## src/rtl/core/sem_pkg.sv

```systemverilog
// ----------------------------------------------------------------------------
// sem_pkg: shared types and constants for the Sobel edge magnitude stream
// Widths, line store geometry, register codes and the structs passed
// between the front end, the item queue and the back end.
// ----------------------------------------------------------------------------
`default_nettype none

package sem_pkg;

   // Line store geometry
   localparam int LINE_DEPTH = 2048;
   localparam int COL_W      = $clog2(LINE_DEPTH);
   localparam int MAX_ROWS   = 4096;
   localparam int ROW_W      = 12;

   // Field and register widths
   localparam int PIX_W      = 8;
   localparam int ROWS_REG_W = 13;
   localparam int COLS_REG_W = 12;
   localparam int CSR_IDX_W  = 2;
   localparam int CSR_DATA_W = 13;

   // Register reset values
   localparam logic [ROWS_REG_W-1:0] ROWS_RESET = ROWS_REG_W'(480);
   localparam logic [COLS_REG_W-1:0] COLS_RESET = COLS_REG_W'(640);

   // Register indexes
   localparam logic [CSR_IDX_W-1:0] CSR_FRAME_ROWS = CSR_IDX_W'(0);
   localparam logic [CSR_IDX_W-1:0] CSR_FRAME_COLS = CSR_IDX_W'(1);

   // Item queue between front and back
   localparam int QDEPTH = 2;
   localparam int QPTR_W = $clog2(QDEPTH);
   localparam int QCNT_W = $clog2(QDEPTH + 1);

   // Datapath widths
   localparam int LS_W    = 2 * PIX_W;  // both line stores in one word
   localparam int SUM_W   = PIX_W + 2;  // one side of a gradient
   localparam int GRAD_W  = SUM_W + 1;  // signed gradient
   localparam int SQ_W    = 2 * SUM_W;  // square of a gradient
   localparam int RAD_W   = SQ_W + 1;   // sum of squares
   localparam int ROOT_W  = PIX_W;      // root before saturation
   localparam int RADLO_W = 2 * ROOT_W; // radicand part the root unit sees
   localparam int REM_W   = ROOT_W + 2;
   localparam int STEP_W  = $clog2(ROOT_W);

   typedef struct packed {
      logic [ROWS_REG_W-1:0] rows;
      logic [COLS_REG_W-1:0] cols;
   } sem_cfg_type;

   typedef struct packed {
      logic [PIX_W-1:0] pixel;
      logic [COL_W-1:0] col;
      logic             frame_end;
   } sem_item_type;

   typedef struct packed {
      logic [PIX_W-1:0] edge_magnitude;
      logic             frame_end;
   } sem_result_type;

endpackage

`default_nettype wire

```

## src/rtl/core/sem_front.sv

```systemverilog
// ----------------------------------------------------------------------------
// sem_front: input front end
// Accepts pixels, tracks row and column position, tags each pixel with
// its line store column and the end-of-frame flag, and pushes it to the
// item queue.
// ----------------------------------------------------------------------------
`default_nettype none

module sem_front (
   input  wire logic                      clock,
   input  wire logic                      reset,
   input  wire sem_pkg::sem_cfg_type      cfg,
   input  wire logic                      req_valid,
   output logic                           req_stall,
   input  wire logic [sem_pkg::PIX_W-1:0] req_pixel,
   input  wire logic                      queue_full,
   input  wire logic                      clear_busy,
   output logic                           push,
   output sem_pkg::sem_item_type          item
);

   import sem_pkg::*;

   logic [ROWS_REG_W-1:0] rows_eff;
   logic [COLS_REG_W:0]   cols_eff;
   logic [ROW_W-1:0]      last_row;
   logic [COL_W-1:0]      last_col;
   logic [ROW_W-1:0]      row_ff, row_in;
   logic [COL_W-1:0]      col_ff, col_in;
   logic                  row_end;
   logic                  row_last;

   // Frame geometry with out-of-range sizes clamped
   always_comb begin
      priority if (cfg.rows == '0) begin
         rows_eff = ROWS_REG_W'(1);
      end else if (cfg.rows > ROWS_REG_W'(MAX_ROWS)) begin
         rows_eff = ROWS_REG_W'(MAX_ROWS);
      end else begin
         rows_eff = cfg.rows;
      end
      priority if (cfg.cols == '0) begin
         cols_eff = (COLS_REG_W+1)'(1);
      end else if ({1'b0, cfg.cols} > (COLS_REG_W+1)'(LINE_DEPTH)) begin
         cols_eff = (COLS_REG_W+1)'(LINE_DEPTH);
      end else begin
         cols_eff = {1'b0, cfg.cols};
      end
   end

   assign last_row = ROW_W'(rows_eff - 1'b1);
   assign last_col = COL_W'(cols_eff - 1'b1);

   // Accept while the queue has room and the line store sweep is done
   assign req_stall = queue_full || clear_busy;
   assign push      = req_valid && !req_stall;

   assign row_end  = (col_ff >= last_col);
   assign row_last = (row_ff >= last_row);

   assign item.pixel     = req_pixel;
   assign item.col       = col_ff;
   assign item.frame_end = row_end && row_last;

   // Raster position
   always_comb begin
      row_in = row_ff;
      col_in = col_ff;
      if (push) begin
         if (row_end) begin
            col_in = '0;
            row_in = row_last ? '0 : row_ff + 1'b1;
         end else begin
            col_in = col_ff + 1'b1;
         end
      end
   end

   always_ff @(posedge clock) begin
      if (reset) begin
         row_ff <= '0;
         col_ff <= '0;
      end else begin
         row_ff <= row_in;
         col_ff <= col_in;
      end
   end

endmodule

`default_nettype wire

```

## config.mk

```make
export PLATFORM = sky130hd
export DESIGN_NAME = sem_front
export DESIGN_NICKNAME = d
export VERILOG_FILES = /design/src/rtl/core/sem_pkg.sv /design/src/rtl/core/sem_front.sv
export SDC_FILE = /design/constraint.sdc
export NUM_CORES = 1
export LEC_CHECK = 0
export BUFFER_PORTS_ARGS = -buffer_cell sky130_fd_sc_hd__buf_2
export CAP_MARGIN = 20
export CORE_MARGIN = 3
export CORE_UTILIZATION = 35
export DETAILED_ROUTE_END_ITERATION = 12
export HOLD_SLACK_MARGIN = 0.06
export RECOVER_POWER = 50
export SLEW_MARGIN = 15
export SYNTH_ARGS = -nofsm -noshare
export SYNTH_HDL_FRONTEND = slang
export SYNTH_SLANG_ARGS = --single-unit
```

## constraint.sdc

```tcl
create_clock -name clock -period 4.5 [get_ports clock]
set_input_delay 0 -clock clock [delete_from_list [all_inputs] [get_ports clock]]
set_output_delay 0 -clock clock [all_outputs]
set_load 0.02 [all_outputs]
```

==> impl_metrics.ini <==
[finish]
fin_area_mm2 = 0.002549
nets = 398
drive_gt1_share_pct = 11.75
multi_input_area_mm2 = 0.001619
fill_cells = 637
regArea_um2 = 460.4
mostFrequentLayoutCells = nor2_1, buf_2, ha_1
area_delta_synth_final_pct = 15.15
diodes = 0
final_common_cell = nor2_1

[synthesis]
syn_area_mm2 = 0.002213
syn_nets = 357
synth.area.top_cells = dfxtp_1, ha_1, xnor2_1
async_flop_share_pct = 0
ys_ff_latch = 23
synth-xor-area-share_pct = 9.497
ys_seq_area_share_pct = 20.80
synth_edf_count = 0
synth_mux_area_share_pct = 0
syn_area_per_cell_um2 = 7.580
synth_top_area_share_pct = 20.80
synth_top_family_by_area = simple AND/OR/NAND/NOR gates
synth_compound_area_share_pct = 21.65
ys_types = 48
yosys.area_share.simple_pct = 26.74
synthAdderAreaFrac_pct = 15.26
syn_inst = 292
yosys.area.top_type = dfxtp_1
synth_warnings = 0
synth-main-ff-cell = dfxtp_1

[timing]
setup_violations = 0
rsz0062_at_grt = false
drv_slew = 0
skew_ns = 0.002708
finalSetupTns_ns = 0
worst_slew_pin_slew_ns = 0.6248
slew_headroom_pct = 57.27
clock.fmax_mhz = 274.5
period_share_pct = 80.96
finalHoldViolCount = 0
min_period_ns = 3.643

[grt]
grt_antenna_before_repair = 0
gr-total-overflow = 0
grt_max_degree = 14
grt_pass1_wl_mm = 9.142
grt_use_total_pct = 14.76
grt_pass1_vias = 2010

[placement]
io_buffer_count = 43
dp_hpwl_mm = 4.195
gp_congestion = 0.8185
dpl_cell_area_mm2 = 0.002430

[die]
floorplan.initialDensity_pct = 36.73
ios = 60
dieArea_mm2 = 0.007315
rows = 28
die_x_um = 85.53
die_h_um = 85.53
core_mm2 = 0.006026

[route]
ant_nets = 0
drt_iter0_drc = 115
first_pass_iters = 4
dr_total_vias = 2171
via_per_inst = 5.334
wire_per_inst_um = 12.96
postRouteWirelength_mm = 5.273
drc = 0

[clock_tree]
postCtsSetupBuffers = 0
cts_max_level = 1
clock-root-buffer = clkbuf_8
cts_tree = built
clock_latency_ns = 0.26
cts_sinks = 23
path_clk_slew_ns = 0.08
numCtsBuffers = 3
clock_path_buffers = 2

[pwr]
power_density_mw_per_mm2 = 171.0
peakVddDrop_mv = 0.1705
leakage_uw = 0.001016

[run]
maxCapViolCount = 0

[critical_path]
r2r_slack_ns = 2.05
worstReg2RegEnd = col_ff[1]
arrival_ns = 3.79
reg2reg_from = col_ff[2]
worstPathRequired_ns = 4.64
start_kind = input pin
reg2reg_depth = 7
cp-end-kind = register
crit_start = cfg[0]
crit_path_max_fanout = 12
endpoint = row_ff[10]
critical_path_class = in -> reg

[outcome]
status = completed

[min_path]
hp-class = in -> reg
==> flip-flops by register name, summed over array words and instances, names as in the netlist <==
name    flops
col_ff     11
row_ff     12
==> stage by stage <==
stage	utilization [%]	std cells	setup WS [ns]	total power [uW]	hold WS [ns]
4_1_cts	42.57	407	0.8692	442.4	0.1926
5_1_grt	42.30	407	0.5693	466.7	0.2560
3_3_place_gp	40.32	394	0.7669	299.4	0.0001367
3_5_place_dp	40.32	394	0.5993	302.0	0.0001367
6_report	42.30	407	0.8570	435.7	0.2050
2_1_floorplan	-	292	1.040	277.8	0.06907
==> power by group <==
group          internal (uW)  switching [uW]  leakage, uW  total, uW
registers                204            1.18     0.000185        205
logic                   42.3            60.6     0.000808        103
clock network           63.2            64.6    0.0000228        128
total                    309             126      0.00102        436
==> metal layers <==
metal | up-vias | wire [um] | track usage (%)
met1 | 990 | 2647 | 20.73
met4 | 0 | 38 | 2.590
met5 | - | 0 | 0
met3 | 4 | 221 | 1.921
li1 | 1135 | - | -
met2 | 42 | 2365 | 24.44
==> final cells by class <==
class,instances,share of cell area [%]
multi-input cells,242,63.52
well taps,75,3.682
clock buffers,4,1.767
inverters,11,1.620
flip-flops and latches,23,18.07
repair buffers,52,11.34
==> worst min-delay path by stage <==
stage,to,slack (ns),startpoint,cells past startpoint
3_5_place_dp,item[12],0.0001,req_pixel[0],0
3_3_place_gp,item[12],0.0001,req_pixel[0],0
4_1_cts,col_ff[1],0.19,req_valid,4
5_1_grt,col_ff[1],0.26,req_valid,4
6_report,col_ff[1],0.20,req_valid,4
2_1_floorplan,row_ff[1],0.07,reset,1
==> Yosys cell counts, types with 4 or more instances <==
library cell and number:
xnor2_1 16, inv_1 10, a21o_1 7, nor2_1 35, ha_1 27, clkbuf_1 6
and3_1 4, buf_4 8, dfxtp_1 23, nand4_1 7, nor3_1 11, xor2_1 8
a211oi_1 5, nor2b_1 4, o21ai_0 15, a2111oi_0 5, nand3_1 7, a21oi_1 21
nand2_1 25, or4_1 4
==> critical path, stage by stage <==
cell and delay [ns]:
buf_2 0.11, or4_1 0.59, nor3_1 0.29, a21o_1 0.16
nand2_1 0.08, ha_1 0.32, nand3_1 0.10, o21ai_0 0.08
a21o_1 0.19, ha_1 0.30, nand4_1 0.11, a211oi_1 0.27
o21ai_1 0.24, a21oi_1 0.46, a21o_1 0.38, nor2_1 0.10
==> kinds of logic after synthesis <==
family,after synthesis
and+or+nand+nor,117
AOI/OAI and AO/OA,74
buffers and inverters,27
adders and majority gates,27
xor gates and xnor gates,24
DFF,23
==> repair_timing <==
item / 4_1_cts / 5_1_grt
gates resized for setup: 0 / 0
hold endpoints to repair: 10 / 0
hold buffers: 9 / 0
(Power assumes the default switching activity.)
