<file path="src/rtl/core/sem_pkg.sv">
// ----------------------------------------------------------------------------
// sem_pkg: shared types and constants for the Sobel edge magnitude stream
// Widths, line store geometry, register codes and the structs passed
// between the front end, the item queue and the back end.
// ----------------------------------------------------------------------------
`default_nettype none

package sem_pkg;

   // Line store geometry
   localparam int LINE_DEPTH = 2048;
   localparam int COL_W      = $clog2(LINE_DEPTH);
   localparam int MAX_ROWS   = 4096;
   localparam int ROW_W      = 12;

   // Field and register widths
   localparam int PIX_W      = 8;
   localparam int ROWS_REG_W = 13;
   localparam int COLS_REG_W = 12;
   localparam int CSR_IDX_W  = 2;
   localparam int CSR_DATA_W = 13;

   // Register reset values
   localparam logic [ROWS_REG_W-1:0] ROWS_RESET = ROWS_REG_W'(480);
   localparam logic [COLS_REG_W-1:0] COLS_RESET = COLS_REG_W'(640);

   // Register indexes
   localparam logic [CSR_IDX_W-1:0] CSR_FRAME_ROWS = CSR_IDX_W'(0);
   localparam logic [CSR_IDX_W-1:0] CSR_FRAME_COLS = CSR_IDX_W'(1);

   // Item queue between front and back
   localparam int QDEPTH = 2;
   localparam int QPTR_W = $clog2(QDEPTH);
   localparam int QCNT_W = $clog2(QDEPTH + 1);

   // Datapath widths
   localparam int LS_W    = 2 * PIX_W;  // both line stores in one word
   localparam int SUM_W   = PIX_W + 2;  // one side of a gradient
   localparam int GRAD_W  = SUM_W + 1;  // signed gradient
   localparam int SQ_W    = 2 * SUM_W;  // square of a gradient
   localparam int RAD_W   = SQ_W + 1;   // sum of squares
   localparam int ROOT_W  = PIX_W;      // root before saturation
   localparam int RADLO_W = 2 * ROOT_W; // radicand part the root unit sees
   localparam int REM_W   = ROOT_W + 2;
   localparam int STEP_W  = $clog2(ROOT_W);

   typedef struct packed {
      logic [ROWS_REG_W-1:0] rows;
      logic [COLS_REG_W-1:0] cols;
   } sem_cfg_type;

   typedef struct packed {
      logic [PIX_W-1:0] pixel;
      logic [COL_W-1:0] col;
      logic             frame_end;
   } sem_item_type;

   typedef struct packed {
      logic [PIX_W-1:0] edge_magnitude;
      logic             frame_end;
   } sem_result_type;

endpackage

`default_nettype wire

</file>
<file path="src/rtl/core/sem_fifo.sv">
// ----------------------------------------------------------------------------
// sem_fifo: short item queue
// Decouples the front end from the back end; registers only.
// ----------------------------------------------------------------------------
`default_nettype none

module sem_fifo (
   input  wire logic                  clock,
   input  wire logic                  reset,
   input  wire logic                  push,
   input  wire sem_pkg::sem_item_type push_item,
   input  wire logic                  pop,
   output sem_pkg::sem_item_type      head,
   output logic                       empty,
   output logic                       full
);

   import sem_pkg::*;

   sem_item_type       entry_ff [QDEPTH];
   logic [QPTR_W-1:0]  wr_ptr_ff, wr_ptr_in;
   logic [QPTR_W-1:0]  rd_ptr_ff, rd_ptr_in;
   logic [QCNT_W-1:0]  count_ff, count_in;

   assign empty = (count_ff == '0);
   assign full  = (count_ff == QCNT_W'(QDEPTH));
   assign head  = entry_ff[rd_ptr_ff];

   // Pointer and fill count update
   always_comb begin
      wr_ptr_in = wr_ptr_ff;
      rd_ptr_in = rd_ptr_ff;
      count_in  = count_ff;
      if (push) begin
         wr_ptr_in = (wr_ptr_ff == QPTR_W'(QDEPTH - 1)) ? '0 : wr_ptr_ff + 1'b1;
      end
      if (pop) begin
         rd_ptr_in = (rd_ptr_ff == QPTR_W'(QDEPTH - 1)) ? '0 : rd_ptr_ff + 1'b1;
      end
      unique case ({push, pop})
         2'b10:   count_in = count_ff + 1'b1;
         2'b01:   count_in = count_ff - 1'b1;
         default: count_in = count_ff;
      endcase
   end

   always_ff @(posedge clock) begin
      if (reset) begin
         wr_ptr_ff <= '0;
         rd_ptr_ff <= '0;
         count_ff  <= '0;
      end else begin
         wr_ptr_ff <= wr_ptr_in;
         rd_ptr_ff <= rd_ptr_in;
         count_ff  <= count_in;
      end
   end

   // Entry storage
   always_ff @(posedge clock) begin
      if (push) begin
         entry_ff[wr_ptr_ff] <= push_item;
      end
   end

endmodule

`default_nettype wire

</file>
<file path="config.mk">
export PLATFORM = sky130hd
export DESIGN_NAME = sem_fifo
export DESIGN_NICKNAME = d
export VERILOG_FILES = /design/src/rtl/core/sem_pkg.sv /design/src/rtl/core/sem_fifo.sv
export SDC_FILE = /design/constraint.sdc
export NUM_CORES = 1
export LEC_CHECK = 0
export BUFFER_PORTS_ARGS = -buffer_cell sky130_fd_sc_hd__buf_2
export CAP_MARGIN = 0
export CORE_MARGIN = 2
export CORE_UTILIZATION = 50
export DETAILED_ROUTE_END_ITERATION = 10
export PLACE_DENSITY_LB_ADDON = 0.15
export SLEW_MARGIN = 20
export SYNTH_ARGS = -nofsm -noshare
export SYNTH_HDL_FRONTEND = slang
export SYNTH_SLANG_ARGS = --single-unit
</file>
<file path="constraint.sdc">
create_clock -name clock -period 2.2 [get_ports clock]
set_input_delay 0.66 -clock clock [delete_from_list [all_inputs] [get_ports clock]]
set_output_delay 0.66 -clock clock [all_outputs]
set_load 0.02 [all_outputs]
</file>
==> run_results.csv <==
group,metric,value,unit
outcome,status,"finished clean",
sta,slew_violations,0,
finish,fin_cells,185,
logic_synthesis,syn_inst,84,
logic_synthesis,synthTopCellsByArea,"edfxtp_1 73%, mux2_2 14%, dfxtp_1 6.1%",
setup_path,worst_setup_path_end_kind,"output port",
drt,drc_errors,0,
setup_path,crit_chain,"buf_4 > mux2_2 > buf_2",
global_routing,grt_max_degree,14,
worst_hold_path,hold_end,"entry_ff[0][0]$_DFFE_PP_",
logic_synthesis,synth_top_flop_cell,"edfxtp_1",
floorplan,dieArea,3760,um^2
cts,cts_resized,0,
global_routing,grt_pass1_wl,3770,um
setup_path,cp.required,1540,ps
logic_synthesis,synth_edf_count,40,
drt,drtAntennaViolNets,0,
global_routing,busiest_layer,"met2",
global_routing,grtUsageMet3,4.83,%
setup_path,r2r_start,"wr_ptr_ff$_SDFFE_PP0P_",
placed_design,gp_congestion,0.587,
setup_path,path_buf_inv,2,
sta,totalNegativeSetupSlack,0,ps
sta,fmax,479,MHz
drt,vias,891,
placed_design,dpl.cell_count,177,
floorplan,die_w,61.3,um
drt,drt_pass1_iterations,4,
power_and_ir_drop,total_power,0.00162,W
drt,routed_wl,2580,um
logic_synthesis,synth_top_area_share,73.2,%
sta,finalSetupViolCount,0,
floorplan,initial_core_util,53.3,%
global_routing,grt.total_usage,15.1,%
floorplan,core,3080,um^2
power_and_ir_drop,p_per_area,807,nW/um^2
logic_synthesis,ys_warn_count,0,
sta,slew_headroom,75.7,%
finish,synthToLayoutAreaGrowth,22.4,%
setup_path,cp_slowest_cell,"dfxtp_1",
setup_path,ff2ff_setup_slack,890,ps
setup_path,critPathMaxStageDelay,360,ps
finish,n_antenna_cell,0,
sta,period_share,94.9,%
logic_synthesis,synth_commonest_cells,"40 x edfxtp_1, 20 x mux2_2, 6 x nor2_1",
cts,clk_pin_slew,120,ps
logic_synthesis,yosysSeqAreaShare,79.3,%
logic_synthesis,yosys.area.top_type,"edfxtp_1",
global_routing,antenna_found_initial,0,
placed_design,dpl.hpwl,1880,um
global_routing,met1_usage,19.0,%
logic_synthesis,avgSynthCellArea,19.5,um^2
global_routing,grt_use_met2,23.4,%
sta,min_period,2090,ps
setup_path,rr_endpoint,"entry_ff[1][2]$_DFFE_PP_",
setup_path,reg2regPathDepth,2,
logic_synthesis,synth.distinct_cells,14,
setup_path,crit_family,"buffers and inverters",
run,maxCapViolations,0,
floorplan,die_h,61.3,um
floorplan,io_pins,46,
placed_design,io_buffers,45,
power_and_ir_drop,leakagePower,0.777,nW
cts,cts_root_buffer,"clkbuf_4",
worst_hold_path,hold_path_depth,1,
setup_path,crit_type,"flip-flop to output port",
power_and_ir_drop,peakVddDrop,535,uV
sta,grt_setup_unrepaired,"false",
worst_hold_path,min_path_type,"input pin to flip-flop",
setup_path,critPathLaunchType,"flip-flop",
drt,wl_per_cell,14.0,um
sta,worst_slew_pin_slew,365,ps
global_routing,first_global_vias,837,
logic_synthesis,synthArstFlopShare,0,%
cts,numCtsBuffers,5,
floorplan,rows,20,
drt,drt-initial-drc-count,36,
drt,routed_via_density,4.82,
cts,cts_setup_buffers,0,
setup_path,critPathArrivalTime,1430,ps
global_routing,grt_overflow,0,
logic_synthesis,netlist_area,1640,um^2
sta,final.setup_skew,6.11,ps
cts,cts_max_level,2,
cts,clk-insertion-delay-late,340,ps
cts,clockBufferDepth,2,
logic_synthesis,synth_seq_cells,45,
cts,cts_tree,"yes",
logic_synthesis,synthesis.nets,109,
sta,hold_violations,0,
finish,fin_nets,165,
setup_path,cp_max_fo,12,
cts,cts.sinks,45,
cts,hold_buffers,0,
finish,drive_gt1_share,56.0,%
worst_hold_path,hp-start,"push_item[0]",
logic_synthesis,yosysMostFrequentCell,"edfxtp_1",
-- where the power goes --
| part | internal, W | switching, W | leakage [nW] |
|---|---|---|---|
| sequential | 0.000990 | 0.0000180 | 0.417 |
| clock | 0.000116 | 0.000237 | 0.0300 |
| combinational | 0.000113 | 0.000147 | 0.330 |
| total | 0.00122 | 0.000402 | 0.777 |
-- metal layers --
layer  part of all wire, %  vias up
met2                    50       33
met5                     0        -
met1                    42      425
li1                      -      428
met4                   1.7        0
met3                   6.4        5
-- layout make-up --
cell class	instances	area (um^2)
Tap cell	44	55.1
Clock inverter	3	12.5
Multi-Input combinational cell	36	329
Fill cell	259	1070
Sequential cell	45	1300
Clock buffer	5	37.5
Inverter	1	3.75
Timing Repair Buffer	51	270
-- worst register-to-register path, cell delays in order, from the launching register on --
cell	delay (ps)
dfxtp_1	400
and2_1	370
buf_4	250
-- registers in the layout (all words and copies together) (netlist names), named ones only --
signal / cells
wr_ptr_ff: 1
entry_ff: 40
count_ff: 2
rd_ptr_ff: 1
-- through the flow --
stage	instance area [um^2]	worst slack, ps	utilization (%)	hold WS, ps
2_1_floorplan	1640	240	-	461
3_3_place_gp	1960	512	63.7	478
3_5_place_dp	1960	463	63.7	517
4_1_cts	2010	87.6	65.3	483
5_1_grt	2010	41.3	65.3	476
6_report	2010	113	65.3	498
-- layout by cell type, fill, tap and decap left out, types with 2 or more instances in the layout --
master,instances
xnor2_1,3
clkinv_1,2
buf_2,45
nor2_1,5
dfxtp_1,5
mux2_2,20
edfxtp_1,40
buf_4,6
clkbuf_4,5
-- worst max path at each step --
stage | startpoint | end | slack, ps | cells after the start
4_1_cts | flip-flop | head[6] | 90 | 3
3_5_place_dp | push | count_ff[1]$_SDFFE_PP0P_ | 460 | 5
6_report | flip-flop | head[6] | 110 | 3
2_1_floorplan | push | entry_ff[0][0]$_DFFE_PP_ | 240 | 2
5_1_grt | flip-flop | head[6] | 40 | 3
3_3_place_gp | push | count_ff[1]$_SDFFE_PP0P_ | 510 | 5
-- cell families (layout without fill, tap and decap cells) --
family          after synthesis  in the layout  share of synthesized area [%]
flops                        45             45                           79.3
mux                          20             20                           13.7
simple gates                  9              9                           2.67
xor+xnor                      4              4                           2.13
buf+inv                       3             60                          0.838
compound gates                2              2                          0.609
fa+ha+maj                     1              1                          0.762
(Power assumes the default switching activity.)
